==> src/rtl/g722_adpcm_decoder_defines.svh <==
// Assertion macros shared by the G.722 decoder RTL.
`ifndef G722_ADPCM_DECODER_DEFINES_SVH
`define G722_ADPCM_DECODER_DEFINES_SVH
`ifndef SYNTH
`define G722_ASSERT(lbl, prop) \
  lbl: assert property (@(posedge clk) disable iff (rst) prop) \
    else $error("g722 assertion failed");
`define G722_NEVER(lbl, expr) \
  lbl: assert property (@(posedge clk) disable iff (rst) !(expr)) \
    else $error("g722 forbidden condition seen");
`else
`define G722_ASSERT(lbl, prop)
`define G722_NEVER(lbl, expr)
`endif
`endif

==> src/rtl/g722_pkg.sv <==
// Types, constants and quantizer tables of the G.722 decoder.
package g722_pkg;

  typedef logic signed [16:0] mul_op_t;
  typedef logic signed [33:0] mul_prod_t;

  typedef enum logic [4:0] {
    ST_IDLE  = 5'b00001,
    ST_BAND  = 5'b00010,
    ST_SHIFT = 5'b00100,
    ST_QMF   = 5'b01000,
    ST_OUT   = 5'b10000
  } state_t;

  localparam logic [1:0] CFG_CODE_BITS = 2'd0;
  localparam logic [1:0] CFG_LOW_ONLY  = 2'd1;
  localparam logic [1:0] CFG_TEST      = 2'd2;

  localparam logic [3:0] MODE_56K = 4'd7;
  localparam logic [3:0] MODE_48K = 4'd6;

  localparam logic [14:0] LOG_MAX_LOW  = 15'd18432;
  localparam logic [14:0] LOG_MAX_HIGH = 15'd22528;
  localparam logic [3:0]  BASE_LOW     = 4'd8;
  localparam logic [3:0]  BASE_HIGH    = 4'd10;
  localparam int R_MAX       = 16383;
  localparam int R_MIN       = -16384;
  localparam int POLE2_DECAY = 32512;
  localparam int LEAK        = 32640;
  localparam int POLE2_LIM   = 12288;
  localparam int POLE1_BASE  = 15360;

  localparam logic signed [12:0] LOW_LOG_INC [8] = '{
    -13'sd60, -13'sd30, 13'sd58, 13'sd172, 13'sd334, 13'sd538, 13'sd1198, 13'sd3042};
  localparam logic [2:0] LOW_LOG_SEL [16] = '{
    3'd0, 3'd7, 3'd6, 3'd5, 3'd4, 3'd3, 3'd2, 3'd1,
    3'd7, 3'd6, 3'd5, 3'd4, 3'd3, 3'd2, 3'd1, 3'd0};
  localparam logic [11:0] STEP_MANT [32] = '{
    12'd2048, 12'd2093, 12'd2139, 12'd2186, 12'd2233, 12'd2282, 12'd2332, 12'd2383,
    12'd2435, 12'd2489, 12'd2543, 12'd2599, 12'd2656, 12'd2714, 12'd2774, 12'd2834,
    12'd2896, 12'd2960, 12'd3025, 12'd3091, 12'd3158, 12'd3228, 12'd3298, 12'd3371,
    12'd3444, 12'd3520, 12'd3597, 12'd3676, 12'd3756, 12'd3838, 12'd3922, 12'd4008};
  localparam logic signed [12:0] HIGH_LOG_INC [3] = '{13'sd0, -13'sd214, 13'sd798};
  localparam logic [1:0] HIGH_LOG_SEL [4] = '{2'd2, 2'd1, 2'd2, 2'd1};
  localparam logic signed [15:0] INV_Q2 [4] = '{-16'sd7408, -16'sd1616, 16'sd7408, 16'sd1616};
  localparam logic signed [15:0] INV_Q4 [16] = '{
    16'sd0, -16'sd20456, -16'sd12896, -16'sd8968, -16'sd6288, -16'sd4240, -16'sd2584,
    -16'sd1200, 16'sd20456, 16'sd12896, 16'sd8968, 16'sd6288, 16'sd4240, 16'sd2584,
    16'sd1200, 16'sd0};
  localparam logic signed [15:0] INV_Q5 [32] = '{
    -16'sd280, -16'sd280, -16'sd23352, -16'sd17560, -16'sd14120, -16'sd11664,
    -16'sd9752, -16'sd8184, -16'sd6864, -16'sd5712, -16'sd4696, -16'sd3784,
    -16'sd2960, -16'sd2208, -16'sd1520, -16'sd880,
    16'sd23352, 16'sd17560, 16'sd14120, 16'sd11664, 16'sd9752, 16'sd8184,
    16'sd6864, 16'sd5712, 16'sd4696, 16'sd3784, 16'sd2960, 16'sd2208,
    16'sd1520, 16'sd880, 16'sd280, -16'sd280};
  localparam logic signed [15:0] INV_Q6 [64] = '{
    -16'sd136, -16'sd136, -16'sd136, -16'sd136, -16'sd24808, -16'sd21904,
    -16'sd19008, -16'sd16704, -16'sd14984, -16'sd13512, -16'sd12280, -16'sd11192,
    -16'sd10232, -16'sd9360, -16'sd8576, -16'sd7856, -16'sd7192, -16'sd6576,
    -16'sd6000, -16'sd5456, -16'sd4944, -16'sd4464, -16'sd4008, -16'sd3576,
    -16'sd3168, -16'sd2776, -16'sd2400, -16'sd2032, -16'sd1688, -16'sd1360,
    -16'sd1040, -16'sd728,
    16'sd24808, 16'sd21904, 16'sd19008, 16'sd16704, 16'sd14984, 16'sd13512,
    16'sd12280, 16'sd11192, 16'sd10232, 16'sd9360, 16'sd8576, 16'sd7856,
    16'sd7192, 16'sd6576, 16'sd6000, 16'sd5456, 16'sd4944, 16'sd4464,
    16'sd4008, 16'sd3576, 16'sd3168, 16'sd2776, 16'sd2400, 16'sd2032,
    16'sd1688, 16'sd1360, 16'sd1040, 16'sd728, 16'sd432, 16'sd136,
    -16'sd432, -16'sd136};
  localparam logic signed [12:0] QMF_TAPS [12] = '{
    13'sd3, -13'sd11, 13'sd12, 13'sd32, -13'sd210, 13'sd951, 13'sd3876, -13'sd805,
    13'sd362, -13'sd156, 13'sd53, -13'sd11};

endpackage

==> src/rtl/g722_adpcm_decoder.sv <==
// Top level of the G.722 sub-band ADPCM decoder with its sequencer.
//
//  channel  | direction | tdata / data             | side bits
//  ---------+-----------+--------------------------+---------------------------
//  s_axis   | in        | [7:0] code               | tlast: end_of_frame
//  m_axis   | out       | [15:0] sample            | tlast: last_of_run,
//           |           |                          | tuser[0]: frame_end
//  cfg      | in        | cfg_data, cfg_index      | cfg_valid / cfg_ready
//
// Each code runs one pass per sub-band (18 multiplies through the shared
// multiplier), one step to shift the QMF delay line and a pass over the 24
// QMF taps, then hands out its words when the output is ready. The input
// reopens once the last word is taken, so a new code is not accepted before
// the last one is through. In low-band-only mode the high band and the QMF
// are skipped; in test mode the QMF is skipped.
// The single multiplier serializes this work. Reset is synchronous and puts all
// predictor state to zero with step sizes 32 and 8. The input is not ready
// while a code is being worked on; a stalled output simply holds.
module g722_adpcm_decoder
  import g722_pkg::*;
(
  input  logic        clk,
  input  logic        rst,
  input  logic        s_axis_tvalid,
  output logic        s_axis_tready,
  input  logic [7:0]  s_axis_tdata,   // [7:0] code
  input  logic        s_axis_tlast,
  output logic        m_axis_tvalid,
  input  logic        m_axis_tready,
  output logic [15:0] m_axis_tdata,   // [15:0] sample
  output logic        m_axis_tlast,
  output logic [0:0]  m_axis_tuser,   // [0] frame_end
  input  logic        cfg_valid,
  output logic        cfg_ready,
  input  logic [1:0]  cfg_index,
  input  logic [3:0]  cfg_data
);
`include "g722_adpcm_decoder_defines.svh"

  // Step numbers of one band pass; each step issues one multiply and the
  // next cycle consumes its product.
  localparam logic [4:0] OP_RLOW  = 5'd0;
  localparam logic [4:0] OP_DIFF  = 5'd1;
  localparam logic [4:0] OP_POLE2 = 5'd2;
  localparam logic [4:0] OP_POLE1 = 5'd3;
  localparam logic [4:0] OP_ZUPD  = 5'd4;
  localparam logic [4:0] OP_ZUPDL = 5'd9;
  localparam logic [4:0] OP_SP0   = 5'd10;
  localparam logic [4:0] OP_SP1   = 5'd11;
  localparam logic [4:0] OP_ZSUM  = 5'd12;
  localparam logic [4:0] OP_ZSUML = 5'd17;
  localparam logic [4:0] BAND_END = 5'd18;
  localparam logic [4:0] QMF_END  = 5'd24;

  function automatic logic signed [15:0] sat16(input logic signed [31:0] v);
    if (v > 32'sd32767) return 16'sh7fff;
    if (v < -32'sd32768) return 16'sh8000;
    return v[15:0];
  endfunction

  function automatic logic signed [15:0] clamp(input logic signed [31:0] v,
                                               input int lo, input int hi);
    if (v > hi) return 16'(hi);
    if (v < lo) return 16'(lo);
    return v[15:0];
  endfunction

  function automatic logic signed [16:0] dbl(input logic signed [15:0] v);
    logic signed [15:0] s;
    s = sat16({{15{v[15]}}, v, 1'b0});
    return {s[15], s};
  endfunction

  function automatic logic signed [31:0] ext19(input logic signed [18:0] v);
    return {{13{v[18]}}, v};
  endfunction

  function automatic logic signed [31:0] ext16(input logic signed [15:0] v);
    return {{16{v[15]}}, v};
  endfunction

  state_t state;
  logic [4:0] cnt;
  logic       band;
  logic       out_idx;
  logic       out_two;

  logic [3:0] code_bits;
  logic       low_band_only;
  logic       test_mode;

  logic [7:0] code_q;
  logic       eof_q;

  logic [14:0]        ls    [2];
  logic [15:0]        step  [2];
  logic signed [15:0] se    [2];
  logic signed [15:0] ze    [2];
  logic signed [15:0] rh    [2][2];
  logic signed [15:0] ph    [2][2];
  logic signed [15:0] pa    [2][2];
  logic signed [15:0] zb    [2][6];
  logic signed [15:0] dh    [2][6];
  logic signed [16:0] qd    [24];

  logic signed [15:0] rlow, rhigh, d_q, sp_q;
  logic signed [31:0] acc, acc2;
  logic               dsign_q;
  logic [15:0]        s0, s1;

  mul_op_t   mul_a, mul_b;
  mul_prod_t prod;
  logic signed [18:0] pr;

  g722_mul u_mul (.clk(clk), .a(mul_a), .b(mul_b), .p(prod));

  assign pr = prod[33:15];

  // Code word split for the selected rate.
  logic signed [15:0] q_low;
  logic [3:0]         sel;
  logic [1:0]         hidx;

  always_comb begin
    priority if (code_bits == MODE_56K) begin
      q_low = INV_Q5[code_q[4:0]];
      sel   = code_q[4:1];
      hidx  = code_q[6:5];
    end else if (code_bits == MODE_48K) begin
      q_low = INV_Q4[code_q[3:0]];
      sel   = code_q[3:0];
      hidx  = code_q[5:4];
    end else begin
      q_low = INV_Q6[code_q[5:0]];
      sel   = code_q[5:2];
      hidx  = code_q[7:6];
    end
  end

  // Predictor table read index for the step being issued.
  logic [2:0]         ri;
  logic signed [15:0] zb_rd, dh_rd;

  always_comb begin
    ri = '0;
    if (cnt >= OP_ZUPD && cnt <= OP_ZUPDL) begin
      ri = 3'(cnt - OP_ZUPD);
    end else if (cnt >= OP_ZSUM && cnt <= OP_ZSUML) begin
      ri = 3'(cnt - OP_ZSUM);
    end
  end

  assign zb_rd = zb[band][ri];
  assign dh_rd = dh[band][ri];

  // QMF tap read index.
  logic [4:0] qi;
  logic [3:0] ti;
  assign qi = (cnt < QMF_END) ? cnt : 5'd0;
  assign ti = cnt[0] ? 4'(4'd11 - cnt[4:1]) : cnt[4:1];

  // Operand selection for the shared multiplier.
  always_comb begin
    mul_a = '0;
    mul_b = '0;
    if (state == ST_QMF) begin
      mul_a = qd[qi];
      mul_b = {{4{QMF_TAPS[ti][12]}}, QMF_TAPS[ti]};
    end else if (state == ST_BAND) begin
      priority if (cnt == OP_RLOW) begin
        mul_a = {1'b0, step[band]};
        mul_b = {q_low[15], q_low};
      end else if (cnt == OP_DIFF) begin
        mul_a = {1'b0, step[band]};
        mul_b = band ? {INV_Q2[hidx][15], INV_Q2[hidx]} : {INV_Q4[sel][15], INV_Q4[sel]};
      end else if (cnt == OP_POLE2) begin
        mul_a = {pa[band][1][15], pa[band][1]};
        mul_b = 17'(POLE2_DECAY);
      end else if (cnt == OP_POLE1) begin
        mul_a = {pa[band][0][15], pa[band][0]};
        mul_b = 17'(LEAK);
      end else if (cnt >= OP_ZUPD && cnt <= OP_ZUPDL) begin
        mul_a = {zb_rd[15], zb_rd};
        mul_b = 17'(LEAK);
      end else if (cnt == OP_SP0) begin
        mul_a = {pa[band][0][15], pa[band][0]};
        mul_b = dbl(rh[band][0]);
      end else if (cnt == OP_SP1) begin
        mul_a = {pa[band][1][15], pa[band][1]};
        mul_b = dbl(rh[band][1]);
      end else if (cnt >= OP_ZSUM && cnt <= OP_ZSUML) begin
        mul_a = {zb_rd[15], zb_rd};
        mul_b = dbl(dh_rd);
      end else begin
        mul_a = '0;
        mul_b = '0;
      end
    end
  end

  // Band update helpers that depend on the current difference value.
  logic signed [15:0] r0, p0, w1, w2, ap2, ap1s, lim, ap1, zb_new, rx;
  logic signed [16:0] w2n;
  logic signed [31:0] acc_p2;
  logic               n0, n1, n2;
  logic signed [15:0] d_now;

  always_comb begin
    d_now  = pr[15:0];
    r0     = sat16(ext16(se[band]) + ext16(d_q));
    p0     = sat16(ext16(ze[band]) + ext16(d_q));
    n0     = p0[15];
    n1     = ph[band][0][15];
    n2     = ph[band][1][15];
    w1     = sat16({{14{pa[band][0][15]}}, pa[band][0], 2'b00});
    w2n    = (n0 == n1) ? -{w1[15], w1} : {w1[15], w1};
    w2     = (w2n > 17'sd32767) ? 16'sh7fff : w2n[15:0];
    acc_p2 = ((n0 == n2) ? 32'sd128 : -32'sd128) + ext16(w2 >>> 7) + ext19(pr);
    ap2    = clamp(acc_p2, -POLE2_LIM, POLE2_LIM);
    ap1s   = sat16(((n0 == n1) ? 32'sd192 : -32'sd192) + ext19(pr));
    lim    = 16'(POLE1_BASE - int'(pa[band][1]));
    if (ap1s > lim) begin
      ap1 = lim;
    end else if (ap1s < -lim) begin
      ap1 = -lim;
    end else begin
      ap1 = ap1s;
    end
    if (d_q == 16'sd0) begin
      zb_new = sat16(ext19(pr));
    end else if (dsign_q == d_q[15]) begin
      zb_new = sat16(32'sd128 + ext19(pr));
    end else begin
      zb_new = sat16(-32'sd128 + ext19(pr));
    end
    rx = clamp(ext16(d_now) + ext16(se[1]), R_MIN, R_MAX);
  end

  // Log scale factor and step size adaptation.
  logic [21:0]        ls_scaled;
  logic signed [12:0] log_inc;
  logic signed [16:0] nb_raw;
  logic [14:0]        nb, nb_max;
  logic [11:0]        mant;
  logic [3:0]         base, tsh;
  logic [20:0]        stv;
  logic [15:0]        step_new;

  always_comb begin
    ls_scaled = {ls[band], 7'b0} - {7'b0, ls[band]};
    log_inc   = band ? HIGH_LOG_INC[HIGH_LOG_SEL[hidx]] : LOW_LOG_INC[LOW_LOG_SEL[sel]];
    nb_raw    = $signed({2'b00, ls_scaled[21:7]}) + {{4{log_inc[12]}}, log_inc};
    nb_max    = band ? LOG_MAX_HIGH : LOG_MAX_LOW;
    if (nb_raw < 17'sd0) begin
      nb = '0;
    end else if (nb_raw > $signed({2'b00, nb_max})) begin
      nb = nb_max;
    end else begin
      nb = nb_raw[14:0];
    end
    mant = STEP_MANT[nb[10:6]];
    base = band ? BASE_HIGH : BASE_LOW;
    tsh  = nb[14:11];
    if (tsh > base) begin
      stv = {9'b0, mant} << (tsh - base);
    end else begin
      stv = {9'b0, mant} >> (base - tsh);
    end
    step_new = {stv[13:0], 2'b00};
  end

  logic signed [31:0] qsum_odd;
  logic signed [15:0] ze_new;
  assign qsum_odd = acc2 + 32'(prod);
  assign ze_new   = sat16(acc + ext19(pr));

  assign s_axis_tready = (state == ST_IDLE) && !rst;
  assign m_axis_tvalid = (state == ST_OUT);
  assign m_axis_tdata  = out_idx ? s1 : s0;
  assign m_axis_tlast  = (out_idx == out_two);
  assign m_axis_tuser  = (out_idx == out_two) & eof_q;
  assign cfg_ready     = !rst;

  // Configuration registers.
  always_ff @(posedge clk) begin
    if (rst) begin
      code_bits     <= 4'd8;
      low_band_only <= 1'b0;
      test_mode     <= 1'b0;
    end else if (cfg_valid && cfg_ready) begin
      case (cfg_index)
        CFG_CODE_BITS: code_bits     <= cfg_data;
        CFG_LOW_ONLY:  low_band_only <= cfg_data[0];
        CFG_TEST:      test_mode     <= cfg_data[0];
        default:       ;
      endcase
    end
  end

  // Payload registers.
  always_ff @(posedge clk) begin
    if (s_axis_tvalid && s_axis_tready) begin
      code_q <= s_axis_tdata;
      eof_q  <= s_axis_tlast;
    end
    if (state == ST_BAND) begin
      if (cnt >= OP_ZUPD && cnt <= OP_ZUPDL) begin
        dsign_q <= dh_rd[15];
      end
      if (cnt == OP_DIFF + 5'd1) begin
        d_q <= d_now;
      end
      if (cnt == OP_SP1 + 5'd1) begin
        sp_q <= sat16(acc + ext19(pr));
      end
    end
  end

  // Sequencer and band state.
  always_ff @(posedge clk) begin
    if (rst) begin
      state   <= ST_IDLE;
      cnt     <= '0;
      band    <= 1'b0;
      out_idx <= 1'b0;
      out_two <= 1'b0;
      rlow    <= '0;
      rhigh   <= '0;
      acc     <= '0;
      acc2    <= '0;
      for (int b = 0; b < 2; b++) begin
        ls[b] <= '0;
        se[b] <= '0;
        ze[b] <= '0;
        for (int i = 0; i < 2; i++) begin
          rh[b][i] <= '0;
          ph[b][i] <= '0;
          pa[b][i] <= '0;
        end
        for (int i = 0; i < 6; i++) begin
          zb[b][i] <= '0;
          dh[b][i] <= '0;
        end
      end
      step[0] <= 16'd32;
      step[1] <= 16'd8;
      for (int i = 0; i < 24; i++) begin
        qd[i] <= '0;
      end
    end else begin
      unique case (state)
        ST_IDLE: begin
          if (s_axis_tvalid) begin
            state <= ST_BAND;
            cnt   <= '0;
            band  <= 1'b0;
            rhigh <= '0;
          end
        end
        ST_BAND: begin
          cnt <= (cnt == BAND_END) ? 5'd0 : cnt + 5'd1;
          if (cnt == OP_RLOW + 5'd1 && !band) begin
            rlow <= clamp(ext16(se[0]) + ext19(pr), R_MIN, R_MAX);
          end
          if (cnt == OP_DIFF + 5'd1) begin
            ls[band]   <= nb;
            step[band] <= step_new;
            if (band) begin
              rhigh <= rx;
            end
          end
          if (cnt == OP_POLE2 + 5'd1) begin
            pa[band][1] <= ap2;
          end
          if (cnt == OP_POLE1 + 5'd1) begin
            pa[band][0] <= ap1;
            rh[band][1] <= rh[band][0];
            rh[band][0] <= r0;
            ph[band][1] <= ph[band][0];
            ph[band][0] <= p0;
          end
          if (cnt >= OP_ZUPD + 5'd1 && cnt <= OP_ZUPDL + 5'd1) begin
            zb[band][3'(cnt - OP_ZUPD - 5'd1)] <= zb_new;
          end
          if (cnt == OP_ZUPDL + 5'd1) begin
            for (int i = 5; i > 0; i--) begin
              dh[band][i] <= dh[band][i-1];
            end
            dh[band][0] <= d_q;
          end
          if (cnt == OP_SP0 + 5'd1) begin
            acc <= ext19(pr);
          end
          if (cnt == OP_SP1 + 5'd1) begin
            acc <= '0;
          end
          if (cnt >= OP_ZSUM + 5'd1 && cnt <= OP_ZSUML) begin
            acc <= acc + ext19(pr);
          end
          if (cnt == BAND_END) begin
            ze[band] <= ze_new;
            se[band] <= sat16(ext16(sp_q) + ext16(ze_new));
            if (!band && !low_band_only) begin
              band <= 1'b1;
            end else if (test_mode) begin
              s0      <= {rlow[14:0], 1'b0};
              s1      <= {rhigh[14:0], 1'b0};
              out_two <= 1'b1;
              out_idx <= 1'b0;
              state   <= ST_OUT;
            end else if (low_band_only) begin
              s0      <= rlow;
              out_two <= 1'b0;
              out_idx <= 1'b0;
              state   <= ST_OUT;
            end else begin
              state <= ST_SHIFT;
            end
          end
        end
        ST_SHIFT: begin
          for (int i = 0; i < 22; i++) begin
            qd[i] <= qd[i+2];
          end
          qd[22] <= {rlow[15], rlow} + {rhigh[15], rhigh};
          qd[23] <= {rlow[15], rlow} - {rhigh[15], rhigh};
          acc    <= '0;
          acc2   <= '0;
          cnt    <= '0;
          state  <= ST_QMF;
        end
        ST_QMF: begin
          cnt <= cnt + 5'd1;
          if (cnt != 5'd0) begin
            if (cnt[0]) begin
              acc <= acc + 32'(prod);
            end else begin
              acc2 <= qsum_odd;
            end
          end
          if (cnt == QMF_END) begin
            s0      <= qsum_odd[27:12];
            s1      <= acc[27:12];
            out_two <= 1'b1;
            out_idx <= 1'b0;
            state   <= ST_OUT;
          end
        end
        ST_OUT: begin
          if (m_axis_tready) begin
            if (out_idx == out_two) begin
              state <= ST_IDLE;
            end else begin
              out_idx <= 1'b1;
            end
          end
        end
        default: state <= ST_IDLE;
      endcase
    end
  end

  // The input side is closed whenever a word waits on the output.
  `G722_NEVER(a_no_overlap, m_axis_tvalid && s_axis_tready)
  // An accepted code always starts with the low band pass.
  `G722_ASSERT(a_start, (s_axis_tvalid && s_axis_tready) |=> (state == ST_BAND && !band))
  // Scale factors stay inside their clamps.
  `G722_NEVER(a_ls_range, ls[0] > LOG_MAX_LOW || ls[1] > LOG_MAX_HIGH)
  // Step sizes never collapse to zero.
  `G722_NEVER(a_step_zero, step[0] == 16'd0 || step[1] == 16'd0)

endmodule

==> src/rtl/g722_mul.sv <==
// Shared signed multiplier with a registered product.
module g722_mul
  import g722_pkg::*;
(
  input  logic      clk,
  input  mul_op_t   a,
  input  mul_op_t   b,
  output mul_prod_t p
);

  always_ff @(posedge clk) begin
    p <= a * b;
  end

endmodule
==> config.mk <==
export PLATFORM = sky130hd
export DESIGN_NAME = g722_adpcm_decoder
export DESIGN_NICKNAME = d
export VERILOG_FILES = /design/src/rtl/g722_pkg.sv /design/src/rtl/g722_adpcm_decoder.sv /design/src/rtl/g722_mul.sv
export VERILOG_INCLUDE_DIRS = /design/src /design/src/rtl
export SDC_FILE = /design/constraint.sdc
export NUM_CORES = 2
export LEC_CHECK = 0
export BUFFER_PORTS_ARGS = -buffer_cell sky130_fd_sc_hd__clkbuf_2
export CORE_MARGIN = 3
export CORE_UTILIZATION = 60
export CTS_BUF_LIST = sky130_fd_sc_hd__clkbuf_8 sky130_fd_sc_hd__clkbuf_16
export DETAILED_ROUTE_END_ITERATION = 12
export PLACE_DENSITY = 0.82
export SYNTH_ARGS = -nofsm -noshare
export SYNTH_HDL_FRONTEND = slang
export SYNTH_HIERARCHICAL = 1
export SYNTH_SLANG_ARGS = --single-unit
==> constraint.sdc <==
create_clock -name clk -period 26.7 [get_ports clk]
set_input_delay 6.675 -clock clk [delete_from_list [all_inputs] [get_ports clk]]
set_output_delay 6.675 -clock clk [all_outputs]
set_load 0.02 [all_outputs]
==> run summary <==
CTS placed an instance of clkbuf_16 at the clock tree root. The switching fraction of total power came out at 0.3185. The post-CTS resize count is 0. The row count is 139. The proportion of layout cells with a drive suffix above 1 came out at 0.08748. The critical path in this run is classified as in -> out. The number of antenna violations at the first check in global routing is 11. The number of enable-type register cells in the synthesized netlist came out at roughly 1,100. For the worst setup path, the data required time is around 20 ns. The average size of a mapped cell came out at approximately 10 um^2. The leakage power total came out at between 0.03 and 0.04 uW. The number of different library cells used by synthesis comes to between 100 and 150. The count of routing violations after the opening detailed-route iteration is between 7,000 and 8,000. The layout overhead on the synthesized area is 7.659%. The number of buffers added on ports is 40. The number of clock buffers inserted by TritonCTS is around 140. Summing internal, switching and leakage power gives 5480 uW. The run finished with clean final reports.

The sort of element at the start of the critical path is an input pin. The post-CTS setup buffer count is 0. The worst path in the final design needs a cycle of roughly 15 ns, including I/O delays and setup. The total negative setup slack is 0 ns. The deepest level of the CTS H-tree came out at 4. The horizontal extent of the die came out at about 390 um. The post-detailed-route count of antenna-violating nets came out at 0. The clock edge transition at the registers on the reported setup and hold paths came out at around 0.060 ns.

The maximum vdd drop came out at roughly 0.066 mV. Dividing total power by cell area gives a power density of a little under 60 mW/mm^2. The I/O pin count is approximately 40. The area of the core region is between 0.1 and 0.15 mm^2. The internal power consumption is 3735 uW. The async set-or-reset flop fraction in the synthesized netlist came out at 0. The number of flip-flops and latches in the synthesized netlist is 1,254. Yosys printed 6 warnings.

The core utilization of the finished layout came out at 0.6519. The height of the die is about 390 um. The combinational share of power came out at 0.245.

Entering global routing, the biggest net connects 298 pins. The total iterations of the first detailed-routing run is 7. The final routed wirelength across all metal layers is 246.5 mm. The total number of vias is around 68,000. STA classifies the critical path endpoint as a primary output. The period utilization came out at 0.5712. The data arrival time at the worst-slack endpoint came out at 8.58 ns. Of the total power, registers draw 0.409. Final hold analysis gives a worst-case slack of ~0.50 ns. In the routed design, unresolved DRC markers number 0. The clock insertion delay at the later pin of the skew report came out at 0.81 ns. Counting every instance in the synthesized netlist gives between 8,000 and 9,000. The maximum count of clock buffers along a single path is 3.

The congestion estimate from routability-driven global placement came to 1.022. At the pin with the least slew margin, the transition time is 1.283 ns. The final hold violation count came out at 0.

The number of cells on the worst hold path came out at 2. The placed wire-length estimate is 173.1 mm. Setup violations remaining at the end of the flow were counted as 0. Setup repair after global routing left no endpoint under its margin. The area enclosed by the die boundary came out at approximately 0.15 mm^2. Headroom to the max-slew limit came out at 0.1413. The max-slew violation total from the final report is 0.

Summed over all nets, the switching power comes to around 1700 uW. The worst slack at placement came out at approximately 12 ns. The biggest fanout along the worst timing path came out at 85. The wire length of the first global-routing pass is roughly 380 mm. Dividing the detail-routed wire length by the instance count gives roughly 24 um. The relative contribution of the clock network to total power is 0.346. The final setup skew came out at slightly above 0.05 ns. The final net count came out at between 9,000 and 10,000. TritonCTS built the clock tree. The sum of overflow across all layers after global routing is 0. Setup slack closes at 11.45 ns.

The logic depth of the worst register-to-register path is 35. The max-cap violation count came out at 0. The path category of the worst min-delay check is reg -> reg.

The most used flip-flop cell after synthesis is edfxtp_1. The clock drives around 1,300 sinks. Based on the critical path, the design can be clocked at up to roughly 0.066 GHz. The via density per instance came out at roughly 6.5. The effective utilization at floorplan came out at 0.6055. The via count of the first global-routing pass came out at ~66,000. The cts-stage hold buffer count is 0. The combined area of all synthesized cells came out at approximately 0.087 mm^2.

The synthesized net count came out at around 9,400. The sequential share of the synthesized area is 0.4151. In the global route stage, overall resource usage came out at 0.3228.
-- path summary, 6_finish.rpt --
kind | from | endpoint | slack, ns
worst min register to register | acc2[6] | acc2[6] | 0.50
worst min-delay path | acc2[6] | acc2[6] | 0.50
worst max-delay path | rst | cfg_ready | 11.45
worst max register to register | cnt[3] | u_mul/p[30] | 14.49
-- area by class of cell --
cell class	instances	area, um^2
antenna	7	17.52
clock buffer	140	3470
clock inverter	110	1021
fill	10740	50130
inverter	491	1844
multi-input combinational	6368	47520
sequential	1254	36200
tap	1903	2381
timing repair buffer	199	1425
-- registers in the layout, summed over array words and instances (netlist names), 34 cells and up, named ones only --
register  count
zb          192
qd          396
rh           64
pa           64
dh          192
u_mul/p      34
-- cells by family (layout without fill, tap and decap cells) --
| group | Yosys count | count (layout) | share of synthesized area |
|---|---|---|---|
| buffers and inverters | 975 | 940 | 0.04326 |
| XOR/XNOR | 306 | 306 | 0.03091 |
| multiplexers | 455 | 455 | 0.07120 |
| flip-flops | 1254 | 1254 | 0.4151 |
| AND/OR/NAND/NOR | 2988 | 2988 | 0.1649 |
| adder cells (fa/ha/maj) | 768 | 768 | 0.1369 |
| other | 0 | 7 | 0 |
| AO/OA/AOI/OAI | 1851 | 1851 | 0.1377 |
-- per-stage QoR --
stage	instances	area, um^2
after floorplan	8597	87200
after global placement	10220	89370
after detailed placement	10220	89370
after CTS	10470	93860
after global routing	10470	93860
final	10470	93880
-- per-layer routing --
layer  GRT usage  vias to the layer above  wire, um
li1            -                    30530         -
met1      0.4401                    33110     97110
met2      0.4912                     3670    109700
met3     0.07013                      689     26110
met4      0.1601                        4     13470
met5           0                        -        28
-- power groups by stage --
stage                     sequential, uW  combinational, uW  clock (uW)
after floorplan                     2280                953           0
after global placement              2270               1270           0
after detailed placement            2280               1300           0
after CTS                           2240               1310        1910
after global routing                2250               1450        1980
final                               2240               1340        1900
-- synthesized netlist by cell type (76+ instances only) --
library cell,n,area (um^2)
edfxtp_1,1108,33270
nor2_1,900,3378
nand2_1,754,2830
and2_1,565,3535
a21oi_1,491,2457
inv_1,482,1809
ha_1,458,5731
o21ai_0,442,2212
clkbuf_1,374,1404
fa_1,310,6206
mux2i_1,249,2492
xnor2_1,213,1866
nand3_1,163,815.8
dfxtp_1,146,2923
nor3_1,146,730.7
mux4_2,124,2793
nor2b_1,120,750.7
a21o_1,116,870.8
xor2_1,91,797.0
mux2_2,81,912.1
and3_1,80,500.5
a31oi_1,76,475.5
-- critical path, cell delays in order --
cell	delay, ns
buf_6	0.26
inv_2	0.73
buf_4	0.58
clkbuf_2	0.27
-- layout by cell type, fill, tap and decap left out, drive strengths merged, types with 33 or more instances in the layout --
master	synthesis	final
a211oi	74	74
a21o	117	117
a21oi	498	498
a221oi	52	52
a311oi	55	55
a31oi	76	76
and2	566	566
and3	80	80
buf	110	160
clkbuf	374	179
clkinv	5	64
dfxtp	146	146
edfxtp	1108	1108
fa	310	310
ha	458	458
inv	486	520
mux2	82	82
mux2i	249	249
mux4	124	124
nand2	758	758
nand2b	63	63
nand3	165	165
nor2	902	902
nor2b	121	121
nor3	149	149
nor4	33	33
o211ai	78	78
o21a	53	53
o21ai	464	464
o21bai	42	42
o22ai	44	44
xnor2	213	213
xor2	93	93
(Power assumes the default switching activity.)
